<file path="src/rtl/lkvc_pkg.sv">
`timescale 1ns / 1ps
// ----------------------------------------------------------------------------
// lkvc_pkg
// Request and response payloads, operation codes and fixed constants of the
// LRU key-value cache.
// ----------------------------------------------------------------------------
package lkvc_pkg;

  localparam int unsigned FIELD_W = 32;
  localparam int unsigned CFG_W   = 5;

  localparam logic OP_GET = 1'b0;
  localparam logic OP_PUT = 1'b1;

  localparam logic [CFG_W-1:0]   CAPACITY_RESET = 5'd16;
  localparam logic [FIELD_W-1:0] MISS_VALUE     = 32'hFFFF_FFFF;

  typedef struct packed {
    logic                       operation;
    logic signed [FIELD_W-1:0]  lookup_key;
    logic signed [FIELD_W-1:0]  write_value;
  } req_t;

  typedef struct packed {
    logic                       hit;
    logic signed [FIELD_W-1:0]  read_value;
    logic                       evicted;
  } rsp_t;

  // Lookup outcome handed from the directory to the datapath.
  typedef struct packed {
    logic hit;
    logic evict;
  } dir_status_t;

endpackage

</file>
<file path="src/rtl/lkvc_ram.sv">
`timescale 1ns / 1ps
// ----------------------------------------------------------------------------
// lkvc_ram
// Generic single-write, single-read RAM with registered read data.
// ----------------------------------------------------------------------------
module lkvc_ram #(
  parameter int unsigned WIDTH = 32,
  parameter int unsigned DEPTH = 16
) (
  input  logic                                   clk,
  input  logic                                   we,
  input  logic [(DEPTH > 1 ? $clog2(DEPTH) : 1)-1:0] waddr,
  input  logic [WIDTH-1:0]                       wdata,
  input  logic                                   re,
  input  logic [(DEPTH > 1 ? $clog2(DEPTH) : 1)-1:0] raddr,
  output logic [WIDTH-1:0]                       rdata
);

  logic [WIDTH-1:0] mem_r [DEPTH];
  logic [WIDTH-1:0] rdata_r;

  always_ff @(posedge clk) begin
    if (we) begin
      mem_r[waddr] <= wdata;
    end
    if (re) begin
      rdata_r <= mem_r[raddr];
    end
  end

  assign rdata = rdata_r;

endmodule

</file>
<file path="src/rtl/lkvc_dir.sv">
`timescale 1ns / 1ps
// ----------------------------------------------------------------------------
// lkvc_dir
// Key directory: valid bits, keys, recency ranks and occupancy. Parallel key
// compare, victim and free-slot pick, and the rank update of one request.
// ----------------------------------------------------------------------------
module lkvc_dir #(
  parameter int unsigned MAX_ENTRIES = 16,
  parameter int unsigned KEY_BITS    = 32
) (
  input  logic                                   clk,
  input  logic                                   rst_n,
  input  logic [KEY_BITS-1:0]                    key,
  input  logic                                   is_put,
  input  logic [lkvc_pkg::CFG_W-1:0]             capacity,
  input  logic                                   update_en,
  output lkvc_pkg::dir_status_t                  status,
  output logic [(MAX_ENTRIES > 1 ? $clog2(MAX_ENTRIES) : 1)-1:0] slot_idx
);

  localparam int unsigned IW    = (MAX_ENTRIES > 1) ? $clog2(MAX_ENTRIES) : 1;
  localparam int unsigned RW    = IW;
  localparam int unsigned OCC_W = $clog2(MAX_ENTRIES + 1);
  localparam int unsigned CW    = (OCC_W > lkvc_pkg::CFG_W) ? OCC_W : lkvc_pkg::CFG_W;

  logic [MAX_ENTRIES-1:0] valid_r, valid_nxt;
  logic [RW-1:0]          rank_r   [MAX_ENTRIES];
  logic [RW-1:0]          rank_nxt [MAX_ENTRIES];
  logic [KEY_BITS-1:0]    key_r    [MAX_ENTRIES];
  logic [OCC_W-1:0]       occ_r, occ_nxt;

  logic [MAX_ENTRIES-1:0] match, lru, free_slots, first_free, ins_oh;
  logic [IW-1:0]          hit_idx, ins_idx;
  logic [RW-1:0]          hit_rank, lru_rank;
  logic [CW-1:0]          cap_ext, eff_cap;
  logic                   hit, full, evict, insert;

  // Clamp capacity into 1..MAX_ENTRIES.
  always_comb begin
    cap_ext = CW'(capacity);
    if (cap_ext == '0) begin
      eff_cap = CW'(1);
    end else if (cap_ext > CW'(MAX_ENTRIES)) begin
      eff_cap = CW'(MAX_ENTRIES);
    end else begin
      eff_cap = cap_ext;
    end
  end

  // Ranks of valid entries are always 0..occupancy-1, so the victim is the
  // one entry whose rank equals occupancy-1.
  assign lru_rank = RW'(occ_r - OCC_W'(1));
  assign full     = CW'(occ_r) >= eff_cap;

  always_comb begin
    hit_idx  = '0;
    hit_rank = '0;
    for (int i = 0; i < MAX_ENTRIES; i++) begin
      match[i]      = valid_r[i] && (key_r[i] == key);
      lru[i]        = valid_r[i] && (rank_r[i] == lru_rank);
      free_slots[i] = !valid_r[i];
      // Keys in the directory are distinct: at most one match.
      if (match[i]) begin
        hit_idx  = hit_idx | IW'(i);
        hit_rank = hit_rank | rank_r[i];
      end
    end
  end

  assign first_free = free_slots & (~free_slots + MAX_ENTRIES'(1));
  assign hit        = |match;
  assign evict      = is_put && !hit && full;
  assign insert     = is_put && !hit;
  assign ins_oh     = evict ? lru : first_free;

  always_comb begin
    ins_idx = '0;
    for (int i = 0; i < MAX_ENTRIES; i++) begin
      if (ins_oh[i]) begin
        ins_idx = ins_idx | IW'(i);
      end
    end
  end

  assign slot_idx     = hit ? hit_idx : ins_idx;
  assign status.hit   = hit;
  assign status.evict = evict;

  always_comb begin
    valid_nxt = valid_r;
    occ_nxt   = occ_r;
    for (int i = 0; i < MAX_ENTRIES; i++) begin
      rank_nxt[i] = rank_r[i];
      if (update_en) begin
        if (hit) begin
          // Promote: entries more recent than the hit age by one.
          if (match[i]) begin
            rank_nxt[i] = '0;
          end else if (valid_r[i] && (rank_r[i] < hit_rank)) begin
            rank_nxt[i] = rank_r[i] + RW'(1);
          end
        end else if (is_put) begin
          if (ins_oh[i]) begin
            valid_nxt[i] = 1'b1;
            rank_nxt[i]  = '0;
          end else if (valid_r[i]) begin
            rank_nxt[i] = rank_r[i] + RW'(1);
          end
        end
      end
    end
    if (update_en && insert && !evict) begin
      occ_nxt = occ_r + OCC_W'(1);
    end
  end

  always_ff @(posedge clk) begin
    if (!rst_n) begin
      valid_r <= '0;
      occ_r   <= '0;
      for (int i = 0; i < MAX_ENTRIES; i++) begin
        rank_r[i] <= '0;
      end
    end else begin
      valid_r <= valid_nxt;
      occ_r   <= occ_nxt;
      for (int i = 0; i < MAX_ENTRIES; i++) begin
        rank_r[i] <= rank_nxt[i];
      end
    end
  end

  always_ff @(posedge clk) begin
    for (int i = 0; i < MAX_ENTRIES; i++) begin
      if (update_en && insert && ins_oh[i]) begin
        key_r[i] <= key;
      end
    end
  end

endmodule

</file>
<file path="src/rtl/lru_key_value_cache_top.sv">
`timescale 1ns / 1ps
// ----------------------------------------------------------------------------
// lru_key_value_cache_top
// Path: a request accepted into the request register moves on into the
//   response register, from which it can be taken.
// Throughput: one request per cycle while the response is not stalled, set
//   by the directory compare-and-update, whose new state the next request looks up.
// Reset: valid bits, ranks and occupancy clear and capacity returns to 16;
//   no clearing pass, requests are taken right after reset.
// ----------------------------------------------------------------------------
module lru_key_value_cache_top #(
  parameter int unsigned MAX_ENTRIES = 16,
  parameter int unsigned KEY_BITS    = 32,
  parameter int unsigned VALUE_BITS  = 32
) (
  input  logic                         clk,
  input  logic                         rst_n,
  // request channel
  input  logic                         in_valid,
  output logic                         in_stall,
  input  lkvc_pkg::req_t               in_data,
  // response channel
  output logic                         out_valid,
  input  logic                         out_stall,
  output lkvc_pkg::rsp_t               out_data,
  // capacity register
  input  logic                         cfg_we,
  input  logic [lkvc_pkg::CFG_W-1:0]   cfg_wdata
);

  localparam int unsigned IW = (MAX_ENTRIES > 1) ? $clog2(MAX_ENTRIES) : 1;
  localparam int unsigned FW = lkvc_pkg::FIELD_W;

  // Request register.
  logic           s1_valid_r, s1_valid_nxt;
  lkvc_pkg::req_t s1_req_r;
  // Response register: flags only, a hit value comes from the RAM read port.
  logic           out_valid_r, out_valid_nxt;
  logic           hit_r, evicted_r, get_hit_r, get_miss_r;
  logic [lkvc_pkg::CFG_W-1:0] capacity_r;

  logic                  advance, accept, is_put, is_get;
  lkvc_pkg::dir_status_t dir_status;
  logic [IW-1:0]         slot_idx;
  logic [KEY_BITS+FW-1:0]   key_ext;
  logic [VALUE_BITS+FW-1:0] wval_ext;
  logic [FW+VALUE_BITS-1:0] rval_ext;
  logic [VALUE_BITS-1:0]    ram_rdata;

  // Advance the request into the response register whenever that register is
  // empty or being drained this cycle; hold the request otherwise.
  assign advance  = s1_valid_r && (!out_valid_r || !out_stall);
  assign in_stall = s1_valid_r && !advance;
  assign accept   = in_valid && !in_stall;

  assign is_put = (s1_req_r.operation == lkvc_pkg::OP_PUT);
  assign is_get = (s1_req_r.operation == lkvc_pkg::OP_GET);

  // Fit the 32-bit fields to the stored key and value widths.
  assign key_ext  = {{KEY_BITS{1'b0}}, s1_req_r.lookup_key};
  assign wval_ext = {{VALUE_BITS{1'b0}}, s1_req_r.write_value};

  assign s1_valid_nxt  = accept || (s1_valid_r && !advance);
  assign out_valid_nxt = advance || (out_valid_r && out_stall);

  always_ff @(posedge clk) begin
    if (!rst_n) begin
      s1_valid_r  <= 1'b0;
      out_valid_r <= 1'b0;
      capacity_r  <= lkvc_pkg::CAPACITY_RESET;
    end else begin
      s1_valid_r  <= s1_valid_nxt;
      out_valid_r <= out_valid_nxt;
      if (cfg_we) begin
        capacity_r <= cfg_wdata;
      end
    end
  end

  always_ff @(posedge clk) begin
    if (accept) begin
      s1_req_r <= in_data;
    end
    if (advance) begin
      hit_r      <= dir_status.hit;
      evicted_r  <= dir_status.evict;
      get_hit_r  <= is_get && dir_status.hit;
      get_miss_r <= is_get && !dir_status.hit;
    end
  end

  // Directory: compare, pick slot, update ranks on the advancing request.
  lkvc_dir #(
    .MAX_ENTRIES (MAX_ENTRIES),
    .KEY_BITS    (KEY_BITS)
  ) u_dir (
    .clk       (clk),
    .rst_n     (rst_n),
    .key       (key_ext[KEY_BITS-1:0]),
    .is_put    (is_put),
    .capacity  (capacity_r),
    .update_en (advance),
    .status    (dir_status),
    .slot_idx  (slot_idx)
  );

  // Value store: a put writes its slot, a get hit reads it. The read is
  // enabled only on advance, so read data holds while the response stalls.
  lkvc_ram #(
    .WIDTH (VALUE_BITS),
    .DEPTH (MAX_ENTRIES)
  ) u_value_ram (
    .clk   (clk),
    .we    (advance && is_put),
    .waddr (slot_idx),
    .wdata (wval_ext[VALUE_BITS-1:0]),
    .re    (advance && is_get && dir_status.hit),
    .raddr (slot_idx),
    .rdata (ram_rdata)
  );

  assign rval_ext = {{FW{1'b0}}, ram_rdata};

  // Drive the response: stored value on a get hit, all ones on a get miss,
  // zero for a put.
  always_comb begin
    out_data.hit     = hit_r;
    out_data.evicted = evicted_r;
    if (get_hit_r) begin
      out_data.read_value = rval_ext[FW-1:0];
    end else if (get_miss_r) begin
      out_data.read_value = lkvc_pkg::MISS_VALUE;
    end else begin
      out_data.read_value = '0;
    end
  end

  assign out_valid = out_valid_r;

endmodule

</file>
<file path="config.mk">
export PLATFORM = sky130hd
export DESIGN_NAME = lru_key_value_cache_top
export DESIGN_NICKNAME = d
export VERILOG_FILES = /design/src/rtl/lkvc_pkg.sv /design/src/rtl/lkvc_ram.sv /design/src/rtl/lkvc_dir.sv /design/src/rtl/lru_key_value_cache_top.sv
export SDC_FILE = /design/constraint.sdc
export NUM_CORES = 2
export LEC_CHECK = 0
export CORE_UTILIZATION = 37
export DETAILED_ROUTE_END_ITERATION = 12
export DONT_BUFFER_PORTS = 1
export SLEW_MARGIN = 20
export SYNTH_ARGS = -nofsm -noshare
export SYNTH_HDL_FRONTEND = slang
export SYNTH_SLANG_ARGS = --single-unit
</file>
<file path="constraint.sdc">
create_clock -name clk -period 12.6 [get_ports clk]
set_input_delay 1.89 -clock clk [delete_from_list [all_inputs] [get_ports clk]]
set_output_delay 1.89 -clock clk [all_outputs]
set_load 0.01 [all_outputs]
</file>
* Word-level counts from Yosys, hierarchy flattened
Memory sizes are Yosys's and may differ from the RTL's. A register that Yosys moved wholly into a read port is not among the register bits.
Index checks and enable logic that the tools add are counted.
** Word-level totals
- Bits in read-only memories :: 0
- Bits in latches :: 0
- Bits in registers :: 97
- Bits in writable memories :: 1088
- Memories kept :: 3
** Memory list
- u_dir.key_r :: words 16, bits a word 32, rd ports 16, clocked after memory_dff 0, wr ports 16, RTL line lkvc_dir.sv:29 : logic [KEY_BITS-1:0] key_r [MAX_ENTRIES];
- u_value_ram.mem_r :: words 16, bits a word 32, rd ports 1, clocked after memory_dff 1, wr ports 1, RTL line lkvc_ram.sv:19 : logic [WIDTH-1:0] mem_r [DEPTH];
- u_dir.rank_r :: words 16, bits a word 4, rd ports 16, clocked after memory_dff 0, wr ports 16, RTL line lkvc_dir.sv:27 : logic [RW-1:0] rank_r [MAX_ENTRIES];
** Operators by class
- Multiplexer cells :: 216
- Div/mod/pow operators :: 0
- Reduce and logical (&&, ||, !) cells :: 120
- Multipliers :: 0
- Bitwise logic cells :: 35
- Shifts and indexed selects :: 0
- Add/sub/neg operators :: 19
- Equal/unequal tests :: 32
- $lt $le $gt $ge :: 18
** Operator list (count)
- two-way mux 4 bit :: 161
- == test 32 bit :: 16
- logical AND 1 bit :: 77
- adder 4 x 1 -> 4 bit, second input constant :: 16
- == test 4 bit :: 16
- less-than comparator 4 bit :: 16
- two-way mux 32 bit :: 2
- AND reduction 4 bit :: 16
- OR 4 bit :: 15
- two-way mux 1 bit :: 38
- two-way mux 3 bit :: 8
- logical NOT 1 bit :: 22
- adder 16 x 1 -> 16 bit, second input constant :: 1
- bitwise AND 16 bit :: 1
- two-way mux 16 bit :: 1
- NOT 16 bit :: 1
- OR 1 bit :: 16
- OR reduction 16 bit :: 1
- two-way mux 5 bit :: 2
- two-way mux 2 bit :: 4
- adder 5 x 1 -> 5 bit, second input constant :: 1
- >= comparator 5 bit :: 1
- greater-than comparator 5 bit, second input constant :: 1
- logical NOT 5 bit :: 1
- 3 further kinds :: 6

* Depth between registers and ports, before layout
An unclocked memory read counts as a cell.
- Depth after elaboration :: 41
- Mapped depth :: 22
- Gate-level depth less buffers :: 18

* Hierarchy
From an unflattened synthesis, not the netlist that was laid out.
** Unflattened totals
- Cell total of the unflattened synthesis :: 3622
- Area, all modules :: 54025.6 sq um
** Modules (own cells, without submodules)
- lkvc_dir :: times used 1, seq. area each 17076.4 sq um, area an instance 31187.4 sq um, cells an instance 2612
- lkvc_ram :: times used 1, seq. area each 16335.7 sq um, area an instance 20155.6 sq um, cells an instance 838
- lru_key_value_cache_top :: times used 1, seq. area each 2212.1 sq um, area an instance 2682.6 sq um, cells an instance 172

* Least setup slack after synthesis
OpenSTA, ideal clock, no wires.
- Path type :: register -> register
- Start :: register u_dir.occ_r[0]
- End :: memory u_value_ram.mem_r[7][0], enable pin
- Data required time :: 12179 ps
- Setup slack :: 7020 ps
- Clock period less this slack :: 5580 ps
- Library setup time :: 421 ps
- Data arrival time :: 5159 ps
- Cell stages (with the launch flop) :: 18
- Cells stage by stage :: dfxtp_1 buf_2 buf_1 inv_1 ha_1 xor2_1 clkbuf_1 xnor2_1 nand4_1 nand3_1 nor3_1 mux2i_1 o22ai_2 buf_6 buf_6 buf_2 or2_1 nor2_1
** On the way
- Longest elaborated chain between the ends :: 20
- Elaborated cells between the ends (all ways) :: 50
- Those cells by class :: 1 x add/sub; 1 x order compare; 15 x eq/ne; 17 x mux; 16 x reduce/logical
** RTL lines
- from (decl) :: RTL line lkvc_dir.sv:30 : logic [OCC_W-1:0] occ_r, occ_nxt;
- from (signal assigned) :: RTL line lkvc_dir.sv:126 : occ_r <= occ_nxt;
- subtractor 4 x 1 -> 4 bit * :: RTL line lkvc_dir.sv:52 : assign lru_rank = RW'(occ_r - OCC_W'(1));
- named net u_dir.lru_rank[0] :: RTL line lkvc_dir.sv:34 : logic [RW-1:0] hit_rank, lru_rank;
- == test 4 bit :: RTL line lkvc_dir.sv:60 : lru[i] = valid_r[i] && (rank_r[i] == lru_rank);
- logical AND 1 bit :: RTL line lkvc_dir.sv:60
- two-way mux 16 bit * :: RTL line lkvc_dir.sv:74 : assign ins_oh = evict ? lru : first_free;
- two-way mux 1 bit :: RTL line lkvc_dir.sv:79 : if (ins_oh[i]) begin
- two-way mux 2 bit (2 in a row) :: RTL line lkvc_dir.sv:79
- two-way mux 3 bit (4 in a row) :: RTL line lkvc_dir.sv:79
- two-way mux 4 bit (7 in a row) :: RTL line lkvc_dir.sv:79
- two-way mux 4 bit * :: RTL line lkvc_dir.sv:79
- two-way mux 4 bit * :: RTL line lkvc_dir.sv:85 : assign slot_idx = hit ? hit_idx : ins_idx;
- to (decl) :: RTL line lkvc_ram.sv:19
The timed path passes the listed nets; every way through them passes the cells marked *.

* Worst setup path after layout
- Start :: register s1_req_r (netlist bit key_ext[10])
- End :: register u_value_ram.rdata_r[21] (netlist: u_value_ram.rdata[21]) (read register of u_value_ram.mem_r), data pin
** On the way
- Longest elaborated chain between the ends :: 23
- Elaborated cells between the ends (all ways) :: 69
- Those cells by class :: 16 x eq/ne; 32 x mux; 21 x reduce/logical
** RTL lines
- from (decl) :: RTL line lru_key_value_cache_top.sv:36 : lkvc_pkg::req_t s1_req_r;
- from (signal assigned) :: RTL line lru_key_value_cache_top.sv:82 : s1_req_r <= in_data;
- == test 32 bit :: RTL line lkvc_dir.sv:59 : match[i] = valid_r[i] && (key_r[i] == key);
- logical AND 1 bit :: RTL line lkvc_dir.sv:59
- OR reduction 16 bit :: RTL line lkvc_dir.sv:71 : assign hit = |match;
- logical NOT 1 bit :: RTL line lkvc_dir.sv:72 : assign evict = is_put && !hit && full;
- logical AND 1 bit (2 in a row) :: RTL line lkvc_dir.sv:72
- two-way mux 16 bit :: RTL line lkvc_dir.sv:74
- two-way mux 1 bit :: RTL line lkvc_dir.sv:79
- two-way mux 2 bit (2 in a row) :: RTL line lkvc_dir.sv:79
- two-way mux 3 bit (4 in a row) :: RTL line lkvc_dir.sv:79
- two-way mux 4 bit (8 in a row) :: RTL line lkvc_dir.sv:79
- two-way mux 4 bit :: RTL line lkvc_dir.sv:85
- to (decl) :: RTL line lkvc_ram.sv:20 : logic [WIDTH-1:0] rdata_r;
Several ways; a longest one is shown, not always the timed one.
A chain may end at the register's enable or synchronous reset.

==> PnR_summary.wiki <==
{| class="wikitable"
! Metric !! Value
|-
| Seq cells post-synth || 1217
|-
| Endpoint of the worst hold path || u_dir.key_r[0][53]
|-
| Power per cell area || 142 mW/mm^2
|-
| Launching point of the worst reg2reg path || key_ext[10]
|-
| Setup slack on the worst flop-to-flop path || 5720 ps
|-
| Setup repair after global routing missed its margin || no
|-
| Count of distinct cell types in the synthesized netlist || 78
|-
| Maximum Capacitance Violations || 0
|-
| Routed wire length || 146000 um
|-
| Number of global-route vias before repair || 31100
|-
| Category of the critical setup timing path || flip-flop to flip-flop
|-
| Total die area || 0.147 sq mm
|-
| Top-level I/O count || 111
|-
| Number of nets in the synthesized netlist || 3901
|-
| Post-CTS setup-driven buffer insertion count || 0
|-
| Routed length per instance || 25.1 um
|-
| Count of buffers from port buffering || 0
|-
| Share of post-route cells with drive strength above 1 || 10.3%
|-
| First DRT Iteration DRCs || 3066
|-
| Length in cells of the worst reg-to-reg path || 17
|-
| Actual slew at the worst max-slew pin || 1150 ps
|-
| Final setup fails || 0
|-
| Die boundary width || 384 um
|-
| Global-route usage over all layers || 19.5%
|-
| Maximum clock skew at final layout || 51.7 ps
|-
| Area taken by flip-flops and latches || 0.0356 sq mm
|-
| Residual DRC count || 0
|-
| Remaining global-route overflow || 0
|-
| EDFF count, synth || 1125
|-
| Final worst path period share || 54.6%
|-
| Pin count of the biggest net entering global routing || 133
|-
| Maximum net fanout on the critical path || 132
|-
| Status || finished clean
|-
| Clock period minus worst slack || 6880 ps
|-
| Sequential area share after synthesis || 66.0%
|-
| Post-place instance area || 0.0562 sq mm
|-
| Starting density of the core || 37.5%
|-
| Final #Nets || 3948
|-
| Depth of the CTS H-tree || 4
|-
| Data arrival, critical path || 7380 ps
|-
| Summed area of non-filler cells in the final layout || 0.0605 sq mm
|-
| Maximum clock rate || 145 MHz
|-
| Path category of the worst min-delay check || flip-flop to flip-flop
|-
| Hold Startpoint || key_ext[21]
|-
| Via density || 5.50
|-
| Count of nets left with antenna violations after detail routing || 0
|-
| Total of cells resized after clock tree synthesis || 0
|-
| Startpoint class of the critical path || flip-flop
|-
| Hold_buf cts || 0
|-
| Slew margin rel. || 22.9%
|-
| Number of vias after detailed routing || 31900
|-
| Number of endpoints with negative hold slack in the final report || 0
|-
| Post-Synthesis Cell Area || 0.0540 sq mm
|-
| Bufs on Longest Clock Path || 3
|-
| Die span in y || 384 um
|-
| Clock tree root driver cell || sky130_fd_sc_hd__clkbuf_16
|-
| Lkg Pwr || 20.1 nW
|-
| Clock tree from TritonCTS || built
|-
| Wire length of the first global-routing pass || 212000 um
|-
| Count of clock tree sinks || 1217
|-
| Flip-flop cell with the highest count after synthesis || sky130_fd_sc_hd__edfxtp_1
|-
| Detailed Place HPWL || 84200 um
|-
| Core Footprint || 0.144 sq mm
|-
| Area added between synthesis and finish || 12.0%
|-
| CTS Buf Count || 132
|-
| End of the worst register-to-register path || u_value_ram.rdata[21]
|-
| Multi-input combinational cell area || 0.0173 sq mm
|-
| Latest clock arrival within the worst-skew pair || 780 ps
|-
| Count of pins over their slew limit || 0
|-
| Type of element capturing the critical path || flip-flop
|-
| Clock transition at the registers of the reported paths || 60 ps
|-
| Syn Inst Count || 3755
|-
| Async SR Flop Fraction || 0%
|-
| FILL cells || 13000
|-
| Number of cells on the worst hold path || 0
|-
| Setup Total Neg Slack || 0 ps
|-
| Antenna violations before repair || 9
|-
| Worst vdd rail ir drop || 0.000110 V
|-
| Required time at the endpoint of the critical path || 13110 ps
|-
| Detailed-routing iteration count for the pre-antenna-repair pass || 5
|-
| Number of synthesis warnings || 0
|-
| Final weighted congestion in routability-driven placement || 0.913
|-
| Number of rows in the core area || 139
|-
| Mean instance size in the synthesized netlist || 14.4 sq um
|}
==> worst max path at each step <==
stage | startpoint | end | slack (ps)
after global placement | key_ext[30] | u_value_ram.rdata[22] | 5710
after detailed placement | key_ext[10] | u_value_ram.rdata[21] | 5830
after global routing | key_ext[30] | u_value_ram.rdata[23] | 5260
final | key_ext[10] | u_value_ram.rdata[21] | 5720
after CTS | key_ext[10] | u_value_ram.rdata[21] | 5780
after floorplan | u_dir.occ_r[0] | u_value_ram.mem_r[7][0] | 7020
==> layer usage <==
layer  wire length (um)  vias up  global-route usage (%)
li1                   -    14400                       -
met2              66300     1090                    30.4
met3               9220      234                    3.19
met1              66700    16200                    27.8
met5                 43        -                       0
met4               3680        6                    6.17
==> registers in the layout, indices dropped and copies added (netlist names), 5 cells and up <==
name	cells
key_ext	32
u_value_ram.rdata	32
u_dir.key_r	512
s1_req_r	32
u_dir.occ_r	5
capacity_r	5
u_dir.rank_r	64
u_value_ram.mem_r	512
u_dir.valid_r	16
==> critical path, stage by stage, from the launching register on <==
cell	delay, ps
sky130_fd_sc_hd__edfxtp_1	570
sky130_fd_sc_hd__buf_4	520
sky130_fd_sc_hd__xor2_1	140
sky130_fd_sc_hd__or4_1	530
sky130_fd_sc_hd__nor4_1	550
sky130_fd_sc_hd__and3_1	500
sky130_fd_sc_hd__nor4_1	140
sky130_fd_sc_hd__and4_1	250
sky130_fd_sc_hd__nand2_2	280
sky130_fd_sc_hd__inv_2	200
sky130_fd_sc_hd__mux2i_1	190
sky130_fd_sc_hd__o22ai_4	180
sky130_fd_sc_hd__buf_12	710
sky130_fd_sc_hd__buf_4	1010
sky130_fd_sc_hd__mux2i_1	310
sky130_fd_sc_hd__o22ai_1	100
sky130_fd_sc_hd__nor2_1	170
sky130_fd_sc_hd__o21ai_1	90
==> Yosys cell counts (22+ instances only) <==
library cell | number | area, sq um
sky130_fd_sc_hd__a21oi_1 | 44 | 220
sky130_fd_sc_hd__a22oi_1 | 43 | 323
sky130_fd_sc_hd__buf_2 | 25 | 125
sky130_fd_sc_hd__buf_4 | 49 | 368
sky130_fd_sc_hd__buf_6 | 37 | 417
sky130_fd_sc_hd__clkbuf_1 | 70 | 263
sky130_fd_sc_hd__dfxtp_1 | 92 | 1840
sky130_fd_sc_hd__edfxtp_1 | 1125 | 33800
sky130_fd_sc_hd__ha_1 | 71 | 888
sky130_fd_sc_hd__inv_1 | 26 | 97.6
sky130_fd_sc_hd__mux2_2 | 50 | 563
sky130_fd_sc_hd__mux2i_1 | 204 | 2040
sky130_fd_sc_hd__nand2_1 | 173 | 649
sky130_fd_sc_hd__nand3_1 | 63 | 315
sky130_fd_sc_hd__nand4_1 | 160 | 1000
sky130_fd_sc_hd__nor2_1 | 129 | 484
sky130_fd_sc_hd__nor2b_1 | 23 | 144
sky130_fd_sc_hd__nor3_1 | 83 | 415
sky130_fd_sc_hd__nor4_1 | 99 | 619
sky130_fd_sc_hd__o21a_1 | 96 | 721
sky130_fd_sc_hd__o21ai_0 | 49 | 245
sky130_fd_sc_hd__o21ai_1 | 72 | 360
sky130_fd_sc_hd__o22ai_1 | 64 | 400
sky130_fd_sc_hd__or3_1 | 28 | 175
sky130_fd_sc_hd__or4_1 | 22 | 165
sky130_fd_sc_hd__xnor2_1 | 353 | 3090
sky130_fd_sc_hd__xor2_1 | 228 | 2000
==> power breakdown <==
part / internal [mW] / switching (mW)
registers: 4.44 / 0.0331
clock network: 2.09 / 1.67
logic: 0.123 / 0.257
total: 6.65 / 1.95
==> per-stage QoR <==
stage	setup slack (ps)	hold slack (ps)	util (%)	total power, mW	std cells
detailed placement	5830	497	39.0	4.94	5568
floorplan	7020	483	-	4.82	3755
global route	5260	538	41.9	8.88	5809
finish	5720	507	41.9	8.61	5811
CTS	5780	510	41.9	8.70	5805
global placement	5710	491	39.0	4.93	5568
==> placed cells by master, fill, tap and decap left out, types with 32 or more instances in the layout <==
cell and count:
sky130_fd_sc_hd__a21oi_1 41, sky130_fd_sc_hd__a22oi_1 43, sky130_fd_sc_hd__buf_4 99, sky130_fd_sc_hd__clkbuf_16 132, sky130_fd_sc_hd__clkinv_1 32, sky130_fd_sc_hd__dfxtp_1 92
sky130_fd_sc_hd__edfxtp_1 1125, sky130_fd_sc_hd__ha_1 71, sky130_fd_sc_hd__mux2_2 50, sky130_fd_sc_hd__mux2i_1 204, sky130_fd_sc_hd__nand2_1 172, sky130_fd_sc_hd__nand3_1 61
sky130_fd_sc_hd__nand4_1 160, sky130_fd_sc_hd__nor2_1 99, sky130_fd_sc_hd__nor3_1 79, sky130_fd_sc_hd__nor4_1 99, sky130_fd_sc_hd__o21a_1 96, sky130_fd_sc_hd__o21ai_0 48
sky130_fd_sc_hd__o21ai_1 71, sky130_fd_sc_hd__o22ai_1 64, sky130_fd_sc_hd__xnor2_1 352, sky130_fd_sc_hd__xor2_1 227
==> final cells by class <==
type / instances / share of cell area (%)
tap: 1903 / 3.94
sequential: 1217 / 58.9
clock inverter: 79 / 1.27
timing repair buffer: 103 / 1.39
multi-input combinational: 2321 / 28.7
clock buffer: 158 / 5.66
inverter: 27 / 0.168
antenna: 3 / 0.0124
==> kinds of logic (layout without fill, tap and decap cells) <==
group | Yosys count | count (layout) | synth area share (%)
AOI/OAI and AO/OA | 470 | 470 | 5.79
xor gates and xnor gates | 581 | 581 | 9.42
adders and majority gates | 71 | 71 | 1.65
buffers and inverters | 217 | 367 | 2.51
DFF | 1217 | 1217 | 66.0
muxes | 269 | 269 | 5.14
other | 0 | 3 | 0
and+or+nand+nor | 930 | 930 | 9.52
Power figures use the tool's default switching activity.
